`src/sv/amtl_pkg.sv`:
```
// shared types and constants for the adjacency matrix text loader
`timescale 1ns / 1ps

package amtl_pkg;

	// field widths of the item channels
	localparam int OP_W         = 2;
	localparam int BYTE_W       = 8;
	localparam int NODE_TOTAL_W = 7;
	localparam int EDGE_TOTAL_W = 12;

	// operation codes
	typedef enum logic [OP_W-1:0] {
		OP_START = 2'd0,
		OP_LOAD  = 2'd1,
		OP_QUERY = 2'd2,
		OP_NONE  = 2'd3
	} amtl_op_t;

	// characters the parser reacts to
	localparam logic [BYTE_W-1:0] CH_NL   = 8'h0A;
	localparam logic [BYTE_W-1:0] CH_CR   = 8'h0D;
	localparam logic [BYTE_W-1:0] CH_DASH = 8'h2D;
	localparam logic [BYTE_W-1:0] CH_ZERO = 8'h30;
	localparam logic [BYTE_W-1:0] CH_ONE  = 8'h31;

endpackage

```
`src/sv/amtl_ifs.sv`:
```
// command and response channel interfaces of the adjacency matrix text loader
`timescale 1ns / 1ps

interface amtl_cmd_if;
	logic                          valid;
	logic                          ready;
	logic [amtl_pkg::OP_W-1:0]     operation;
	logic [amtl_pkg::BYTE_W-1:0]   text_byte;
	logic [amtl_pkg::BYTE_W-1:0]   first_node;
	logic [amtl_pkg::BYTE_W-1:0]   second_node;

	modport source (output valid, operation, text_byte, first_node, second_node, input ready);
	modport sink (input valid, operation, text_byte, first_node, second_node, output ready);
endinterface

interface amtl_rsp_if;
	logic                                valid;
	logic                                ready;
	logic                                edge_present;
	logic [amtl_pkg::NODE_TOTAL_W-1:0]   node_total;
	logic [amtl_pkg::EDGE_TOTAL_W-1:0]   edge_total;
	logic                                load_ended;
	logic                                too_wide;

	modport source (output valid, edge_present, node_total, edge_total, load_ended, too_wide,
		input ready);
	modport sink (input valid, edge_present, node_total, edge_total, load_ended, too_wide,
		output ready);
endinterface

```
`src/sv/adjacency_matrix_text_loader.sv`:
```
// top level: text adjacency matrix loader with edge queries
`timescale 1ns / 1ps

// channel | dir | fields
// --------+-----+-------------------------------------------------------------
// cmd     | in  | operation, text_byte, first_node, second_node
// rsp     | out | edge_present, node_total, edge_total, load_ended, too_wide
//
// one item per cycle sustained while the receiver takes each result; an item passes
// the input register, then the row memory read and the result register
// the row memory has one write port (current row) and one read port (query row)
// reset needs no clearing pass: per-row valid bits hide rows of earlier loads
// a stalled result holds the input register, and the port takes a new item only
// when the input register moves on or is empty

module adjacency_matrix_text_loader #(
	parameter int MAX_NODES = 64
) (
	input logic          clk,
	input logic          arst_n,
	amtl_cmd_if.sink     cmd,
	amtl_rsp_if.source   rsp
);

	localparam int IDX_W  = $clog2(MAX_NODES);
	localparam int CNT_W  = $clog2(MAX_NODES + 1);
	localparam int ONES_W = $clog2(MAX_NODES * MAX_NODES + 1);
	localparam logic [CNT_W-1:0] CNT_MAX = CNT_W'(MAX_NODES);

	// input register
	logic                          valid_s1;
	amtl_pkg::amtl_op_t            op_s1;
	logic [amtl_pkg::BYTE_W-1:0]   byte_s1;
	logic [amtl_pkg::BYTE_W-1:0]   n1_s1;
	logic [amtl_pkg::BYTE_W-1:0]   n2_s1;

	// result register
	logic                   valid_s2;
	logic                   hit_s2;
	logic                   use_buf_s2;
	logic                   buf_bit_s2;
	logic                   row_ok_s2;
	logic [IDX_W-1:0]       col_s2;
	logic [MAX_NODES-1:0]   row_s2;

	// load state
	logic                   first_open_q;
	logic [CNT_W-1:0]       cnt_q;
	logic                   wide_q;
	logic                   ended_q;
	logic [CNT_W-1:0]       row_q;
	logic [CNT_W-1:0]       col_q;
	logic [ONES_W-1:0]      ones_q;
	logic [MAX_NODES-1:0]   buf_q;
	logic [MAX_NODES-1:0]   row_valid_q;
	logic [MAX_NODES-1:0]   rows_q [MAX_NODES];

	logic                   first_open_d;
	logic [CNT_W-1:0]       cnt_d;
	logic                   wide_d;
	logic                   ended_d;
	logic [CNT_W-1:0]       row_d;
	logic [CNT_W-1:0]       col_d;
	logic [ONES_W-1:0]      ones_d;
	logic [MAX_NODES-1:0]   buf_d;
	logic                   wr_en;

	logic adv;
	logic do_start;
	logic do_load;
	logic is_term;
	logic is_digit;
	logic is_one;
	logic q_hit;

	logic [IDX_W-1:0] row_idx;
	logic [IDX_W-1:0] col_idx;
	logic [IDX_W-1:0] n1_idx;
	logic [IDX_W-1:0] n2_idx;

	// handshake
	assign adv       = valid_s1 && (!valid_s2 || rsp.ready);
	assign cmd.ready = !valid_s1 || adv;
	assign rsp.valid = valid_s2;

	always_ff @(posedge clk or negedge arst_n) begin
		if (!arst_n) begin
			valid_s1 <= 1'b0;
			valid_s2 <= 1'b0;
		end else begin
			if (cmd.ready) begin
				valid_s1 <= cmd.valid;
			end
			if (adv) begin
				valid_s2 <= 1'b1;
			end else if (rsp.ready) begin
				valid_s2 <= 1'b0;
			end
		end
	end

	// input payload capture
	always_ff @(posedge clk) begin
		if (cmd.valid && cmd.ready) begin
			op_s1   <= amtl_pkg::amtl_op_t'(cmd.operation);
			byte_s1 <= cmd.text_byte;
			n1_s1   <= cmd.first_node;
			n2_s1   <= cmd.second_node;
		end
	end

	// byte classes and indexes
	assign do_start = adv && (op_s1 == amtl_pkg::OP_START);
	assign do_load  = adv && (op_s1 == amtl_pkg::OP_LOAD) && !ended_q;
	assign is_term  = (byte_s1 == amtl_pkg::CH_NL) || (byte_s1 == amtl_pkg::CH_CR)
		|| (byte_s1 == amtl_pkg::CH_DASH);
	assign is_one   = (byte_s1 == amtl_pkg::CH_ONE);
	assign is_digit = is_one || (byte_s1 == amtl_pkg::CH_ZERO);
	assign row_idx  = row_q[IDX_W-1:0];
	assign col_idx  = col_q[IDX_W-1:0];
	assign n1_idx   = n1_s1[IDX_W-1:0];
	assign n2_idx   = n2_s1[IDX_W-1:0];

	// parser next state
	always_comb begin
		first_open_d = first_open_q;
		cnt_d        = cnt_q;
		wide_d       = wide_q;
		ended_d      = ended_q;
		row_d        = row_q;
		col_d        = col_q;
		ones_d       = ones_q;
		buf_d        = buf_q;
		wr_en        = 1'b0;
		if (do_start) begin
			first_open_d = 1'b1;
			cnt_d        = '0;
			wide_d       = 1'b0;
			ended_d      = 1'b0;
			row_d        = '0;
			col_d        = '0;
			ones_d       = '0;
			buf_d        = '0;
		end else if (do_load) begin
			// first line sets the node count
			if (first_open_q) begin
				if (is_term) begin
					first_open_d = 1'b0;
				end else if (cnt_q < CNT_MAX) begin
					cnt_d = cnt_q + CNT_W'(1);
				end else begin
					wide_d = 1'b1;
				end
			end
			if (byte_s1 == amtl_pkg::CH_DASH) begin
				ended_d = 1'b1;
			end else if (is_digit) begin
				if ((row_q < cnt_d) && (col_q < cnt_d)) begin
					wr_en          = 1'b1;
					buf_d[col_idx] = is_one;
					ones_d         = ones_q + ONES_W'(is_one);
				end
				if (col_q < CNT_MAX) begin
					col_d = col_q + CNT_W'(1);
				end
			end else if (byte_s1 == amtl_pkg::CH_NL) begin
				// a newline closes only a row that held digits
				if (col_q != '0) begin
					if (row_q < CNT_MAX) begin
						row_d = row_q + CNT_W'(1);
					end
					col_d = '0;
					buf_d = '0;
				end
			end
		end
	end

	always_ff @(posedge clk or negedge arst_n) begin
		if (!arst_n) begin
			first_open_q <= 1'b1;
			cnt_q        <= '0;
			wide_q       <= 1'b0;
			ended_q      <= 1'b0;
			row_q        <= '0;
			col_q        <= '0;
			ones_q       <= '0;
			buf_q        <= '0;
			row_valid_q  <= '0;
		end else begin
			first_open_q <= first_open_d;
			cnt_q        <= cnt_d;
			wide_q       <= wide_d;
			ended_q      <= ended_d;
			row_q        <= row_d;
			col_q        <= col_d;
			ones_q       <= ones_d;
			buf_q        <= buf_d;
			if (do_start) begin
				row_valid_q <= '0;
			end else if (wr_en) begin
				row_valid_q[row_idx] <= 1'b1;
			end
		end
	end

	// query: the row being built lives in the buffer, finished rows in memory
	assign q_hit = (op_s1 == amtl_pkg::OP_QUERY)
		&& (n1_s1 < amtl_pkg::BYTE_W'(cnt_q)) && (n2_s1 < amtl_pkg::BYTE_W'(cnt_q));

	// row memory and result capture
	always_ff @(posedge clk) begin
		if (wr_en) begin
			rows_q[row_idx] <= buf_d;
		end
		if (adv) begin
			row_s2     <= rows_q[n1_idx];
			hit_s2     <= q_hit;
			use_buf_s2 <= (n1_s1 == amtl_pkg::BYTE_W'(row_q));
			buf_bit_s2 <= buf_q[n2_idx];
			row_ok_s2  <= row_valid_q[n1_idx];
			col_s2     <= n2_idx;
		end
	end

	// result fields; load state only moves when the result register loads
	assign rsp.edge_present = hit_s2 && (use_buf_s2 ? buf_bit_s2 : (row_ok_s2 && row_s2[col_s2]));
	assign rsp.node_total   = amtl_pkg::NODE_TOTAL_W'(cnt_q);
	assign rsp.edge_total   = amtl_pkg::EDGE_TOTAL_W'(ones_q >> 1);
	assign rsp.load_ended   = ended_q;
	assign rsp.too_wide     = wide_q;

endmodule

```
`src/flat_wrapper.sv`:
```
// flat-port wrapper written by rule: the top's interface ports become plain ports
module adjacency_matrix_text_loader_flat 
#(
	parameter int MAX_NODES = 64
)
  (clk, arst_n, cmd_valid, cmd_operation, cmd_text_byte, cmd_first_node, cmd_second_node, cmd_ready, rsp_valid, rsp_edge_present, rsp_node_total, rsp_edge_total, rsp_load_ended, rsp_too_wide, rsp_ready);
  amtl_cmd_if cmd_i ();
  amtl_rsp_if rsp_i ();
  input logic clk;
  input logic arst_n;
  input wire logic [$bits(cmd_i.valid)-1:0] cmd_valid;
  input wire logic [$bits(cmd_i.operation)-1:0] cmd_operation;
  input wire logic [$bits(cmd_i.text_byte)-1:0] cmd_text_byte;
  input wire logic [$bits(cmd_i.first_node)-1:0] cmd_first_node;
  input wire logic [$bits(cmd_i.second_node)-1:0] cmd_second_node;
  output wire logic [$bits(cmd_i.ready)-1:0] cmd_ready;
  output wire logic [$bits(rsp_i.valid)-1:0] rsp_valid;
  output wire logic [$bits(rsp_i.edge_present)-1:0] rsp_edge_present;
  output wire logic [$bits(rsp_i.node_total)-1:0] rsp_node_total;
  output wire logic [$bits(rsp_i.edge_total)-1:0] rsp_edge_total;
  output wire logic [$bits(rsp_i.load_ended)-1:0] rsp_load_ended;
  output wire logic [$bits(rsp_i.too_wide)-1:0] rsp_too_wide;
  input wire logic [$bits(rsp_i.ready)-1:0] rsp_ready;
  assign cmd_i.valid = cmd_valid;
  assign cmd_i.operation = cmd_operation;
  assign cmd_i.text_byte = cmd_text_byte;
  assign cmd_i.first_node = cmd_first_node;
  assign cmd_i.second_node = cmd_second_node;
  assign cmd_ready = cmd_i.ready;
  assign rsp_valid = rsp_i.valid;
  assign rsp_edge_present = rsp_i.edge_present;
  assign rsp_node_total = rsp_i.node_total;
  assign rsp_edge_total = rsp_i.edge_total;
  assign rsp_load_ended = rsp_i.load_ended;
  assign rsp_too_wide = rsp_i.too_wide;
  assign rsp_i.ready = rsp_ready;
  adjacency_matrix_text_loader #(.MAX_NODES(MAX_NODES)) u_core (.clk(clk), .arst_n(arst_n), .cmd(cmd_i), .rsp(rsp_i));
endmodule
```
`config.mk`:
```
export PLATFORM = sky130hd
export DESIGN_NAME = adjacency_matrix_text_loader_flat
export DESIGN_NICKNAME = d
export VERILOG_FILES = /design/src/sv/amtl_pkg.sv /design/src/sv/amtl_ifs.sv /design/src/sv/adjacency_matrix_text_loader.sv /design/src/flat_wrapper.sv
export SDC_FILE = /design/constraint.sdc
export NUM_CORES = 2
export LEC_CHECK = 0
export BUFFER_PORTS_ARGS = -buffer_cell sky130_fd_sc_hd__buf_2
export CELL_PAD_IN_SITES_DETAIL_PLACEMENT = 0
export CELL_PAD_IN_SITES_GLOBAL_PLACEMENT = 2
export CORE_MARGIN = 2
export CORE_UTILIZATION = 35
export DETAILED_ROUTE_END_ITERATION = 16
export PLACE_DENSITY = 0.59
export SETUP_SLACK_MARGIN = 0.05
export SYNTH_ARGS = -nofsm -noshare
export SYNTH_HDL_FRONTEND = slang
export SYNTH_SLANG_ARGS = --single-unit
```
`constraint.sdc`:
```
create_clock -name clk -period 8.7 [get_ports clk]
set_input_delay 1.74 -clock clk [delete_from_list [all_inputs] [get_ports clk]]
set_output_delay 1.74 -clock clk [all_outputs]
set_load 0.05 [all_outputs]
```
==> impl_metrics.ini <==
[grt]
grt_antenna_before_repair = 28
grt_pass1_wl_um = 694000
grt_usage = 0.207
grt-ovfl-total = 0
grt_pass1_vias = 80500
grt_start_max_net_pins = 124

[cells_and_area]
nets = 7345
fillers = 41400
final_core_util = 0.405
post-route-cell-area_um2 = 193000
drive_gt1_frac = 0.335
synthToLayoutAreaGrowth_pct = 15.4

[clock_network]
cts_hold_buffers = 0
clkTransAtPathRegs_ns = 0.06
cts_resized = 0
htree_num_levels = 5
cts_buffer_depth = 4
cts.sinks = 4363
clock_latency_ns = 1.04
cts_tree = done
numCtsBuffers = 448
cts_setup_buffers = 0
clock_tree.root_cell = clkbuf_16

[route]
drt-pass1-iter-count = 5
drc_errors = 0
route.vias.total = 79500
wire_per_inst_um = 36.1
routed_wl_um = 508000
drtIter0Drc = 10200
via_per_inst = 5.64
postRouteAntennaNets = 0

[critical_path]
critical_path.startpoint = u_core.byte_s1[7]$_DFFE_PP_
setup.worst_path.start_class = flop
cp_cell_sequence = or4b_1, a21oi_1, nor2_1, and4_1, nand3_1, xnor2_1, ha_1, and4_1, a221oi_1, o221ai_1, nand4b_2, a21oi_2, buf_4, nand4_1, buf_4, o21ai_4, buf_4
cp_max_fo = 37
worst_path_max_delay_cell = or4b_1
cp_data_required_time_ns = 9.48
reg2reg_to = u_core.rows_q[29][52]$_DFFE_PP_
r2r-start = u_core.byte_s1[7]$_DFFE_PP_
critPathArrivalTime_ns = 7.60
crit_top_cell = buf_4
critPathKind = reg -> reg
r2r_cells = 17
slowest_delay_ns = 0.71
cp-end-kind = flop
r2r_setup_slack_ns = 1.88

[placement]
port_buffers = 53
post-dp-hpwl_um = 283000
gp_congestion = 0.823
place_area_um2 = 179000
dp_slack_ns = 2.03

[sta]
hold_violations = 0
max_slew_margin = 0.0933
rsz0062_at_grt = no
finClkSkew_ns = 0.0917
finalCritPeriodShare = 0.784
setup_ws_ns = 1.88
drv_slew = 0
tns_ns = 0
worst_pin_slew_ns = 1.36
finalCriticalPeriod_ns = 6.82
max_freq_mhz = 147
finalSetupViolCount = 0

[die]
dieHeight_um = 696
io_pins = 54
core_area_um2 = 478000
num_rows = 254
die_w_um = 696
dieArea_um2 = 484000
start_util = 0.351

[pwr]
combPwrFrac = 0.034
switching_share = 0.213
vdd_ir_drop_max_mv = 0.192
power.share.clock = 0.440
totalPowerFinal_mw = 43.4
cellInternalPower_mw = 34.1
power_leakage_nw = 56.8
power_switching_mw = 9.26
seqPwrFrac = 0.525
power_density_nw_per_um2 = 224

[min_path]
whs_path_depth = 2
holdPathEnd = u_core.row_valid_q[49]$_DFFE_PN0P_
hold_class = reg -> reg
min_from = u_core.row_valid_q[49]$_DFFE_PN0P_

[yosys]
synthTopCellsByArea = edfxtp_1, mux4_2, dfrtp_1
synth_ff_type = edfxtp_1
synth_seq_cells = 4363
avgSynthCellArea_um2 = 24.5
async_reset_ff_frac = 0.0383
synth-seq-area-share = 0.777
syn_inst = 6848
ys_warn_count = 0
synth_area_leader_cell = edfxtp_1
synth_top_area_share = 0.752
syn_area_um2 = 168000
synth.distinct_cells = 68
synth-edff-count = 4196
syn_nets = 6906

[outcome]
status = finished, final reports clean

[job]
drv_cap = 0
[worst max path at each step]
stage | end | cells past startpoint
after floorplan | u_core.rows_q[0][16]$_DFFE_PP_ | 15
after global placement | u_core.rows_q[63][60]$_DFFE_PP_ | 14
after detailed placement | u_core.rows_q[11][52]$_DFFE_PP_ | 17
after CTS | u_core.rows_q[29][52]$_DFFE_PP_ | 17
after global routing | u_core.rows_q[63][52]$_DFFE_PP_ | 17
final | u_core.rows_q[29][52]$_DFFE_PP_ | 17
[layer usage]
layer,global-route usage,share of wire
met3,0.0330,0.069
met1,0.293,0.42
met4,0.0575,0.030
met2,0.334,0.48
met5,0,0.000059
[power by group through the flow]
stage | registers [mW] | clock network (mW) | logic, mW
3_3_place_gp | 23.2 | 0 | 1.51
5_1_grt | 22.8 | 20.3 | 1.56
4_1_cts | 22.8 | 19.5 | 1.51
6_report | 22.8 | 19.1 | 1.49
2_1_floorplan | 23.2 | 0 | 0.964
3_5_place_dp | 23.2 | 0 | 1.51
[cells by family (layout without fill, tap and decap cells)]
logic type               count (synthesis)  in the layout  synth area share
XOR/XNOR                                18             18          0.000941
AO/OA/AOI/OAI                          247            247           0.00997
adder cells (fa/ha/maj)                 29             29           0.00216
buffers and inverters                  410           1237           0.00968
other                                    0             13                 0
flip-flops                            4363           4363             0.777
multiplexers                          1419           1419             0.190
AND/OR/NAND/NOR                        362            362            0.0106
[flip-flops by register name, indices dropped and copies added, names as in the netlist]
name and cells:
u_core.row_s2 64, u_core.byte_s1 8, u_core.rows_q 4096, u_core.col_q 7, u_core.buf_bit_s2 1, u_core.buf_q 64
u_core.valid_s1 1, u_core.row_q 7, u_core.rsp.node_total 7, u_core.n2_s1 8, u_core.rsp.too_wide 1, u_core.col_s2 6
u_core.rsp.valid 1, u_core.n1_s1 8, u_core.use_buf_s2 1, u_core.hit_s2 1, u_core.ones_q 13, u_core.row_ok_s2 1
u_core.row_valid_q 64, u_core.rsp.load_ended 1, u_core.first_open_q 1, u_core.op_s1 2
[cell type report]
| type | count | area (um^2) | area share |
|---|---|---|---|
| Inverter | 20 | 80.1 | 0.000414 |
| Sequential cell | 4363 | 130000 | 0.673 |
| Timing Repair Buffer | 379 | 3620 | 0.0187 |
| Clock buffer | 563 | 11900 | 0.0616 |
| Clock inverter | 275 | 2560 | 0.0133 |
| Tap cell | 6400 | 8010 | 0.0414 |
| Multi-Input combinational cell | 2075 | 37000 | 0.191 |
| Antenna cell | 13 | 32.5 | 0.000168 |
[per-stage QoR]
| stage | hold slack, ns | std cells |
|---|---|---|
| finish | 0.480 | 14100 |
| global route | 0.491 | 14100 |
| CTS | 0.482 | 14100 |
| detailed placement | 0.466 | 13200 |
| global placement | 0.456 | 13200 |
| floorplan | 0.424 | 6848 |
[cell usage in the layout, fill, tap and decap left out, drive strengths merged, types with 5 or more instances in the layout]
cell / synthesis / layout
a21o: 21 / 21
o21ai: 122 / 122
and3: 15 / 15
nand4: 19 / 19
dfrtp: 166 / 166
ha: 28 / 28
or3: 5 / 5
clkbuf: 291 / 564
or4: 7 / 7
mux4: 1406 / 1406
buf: 99 / 378
nand3b: 8 / 8
clkinv: 1 / 205
edfxtp: 4196 / 4196
xor2: 5 / 5
nand2: 115 / 115
bufinv: 0 / 40
nor2: 97 / 97
a21oi: 13 / 13
xnor2: 13 / 13
o311ai: 49 / 49
nand2b: 9 / 9
inv: 19 / 36
diode: 0 / 13
nand3: 26 / 26
nor2b: 8 / 8
and4: 8 / 8
clkinvlp: 0 / 14
nor3: 13 / 13
mux2i: 13 / 13
o211ai: 8 / 8
nor4: 7 / 7
[synthesized netlist by cell type (3+ instances only)]
cell type and n:
o22ai_1 3, buf_4 14, and2_1 4, nand3b_1 8, mux2i_1 13, o311ai_1 7, nand2_1 115, nor2_1 97
o311ai_0 42, and4_1 8, nor4b_1 3, o21ai_0 120, nor2b_1 8, a2111oi_4 3, o211ai_1 8, xnor2_1 13
nand3_1 26, buf_2 11, clkbuf_1 290, edfxtp_1 4196, mux4_2 1406, nand2b_1 9, or2_2 3, nor3_1 13
and3_1 15, inv_1 19, a21oi_1 12, or3_1 5, nor4_1 7, dfrtp_1 166, or4_1 7, xor2_1 5
a21o_1 21, a211oi_1 4, nand4_1 19, and3b_1 3, buf_1 72, ha_1 28
[worst max-delay path: cells and delay by family, from the launching register on]
kind / cells / cell delay, ns
and+or+nand+nor: 7 / 2.32
AOI/OAI and AO/OA: 5 / 2.09
DFF: 1 / 0.40
adders and majority gates: 1 / 0.31
buffers and inverters: 3 / 1.20
xor gates and xnor gates: 1 / 0.19
Note: power is estimated with default switching activity, not from simulation.
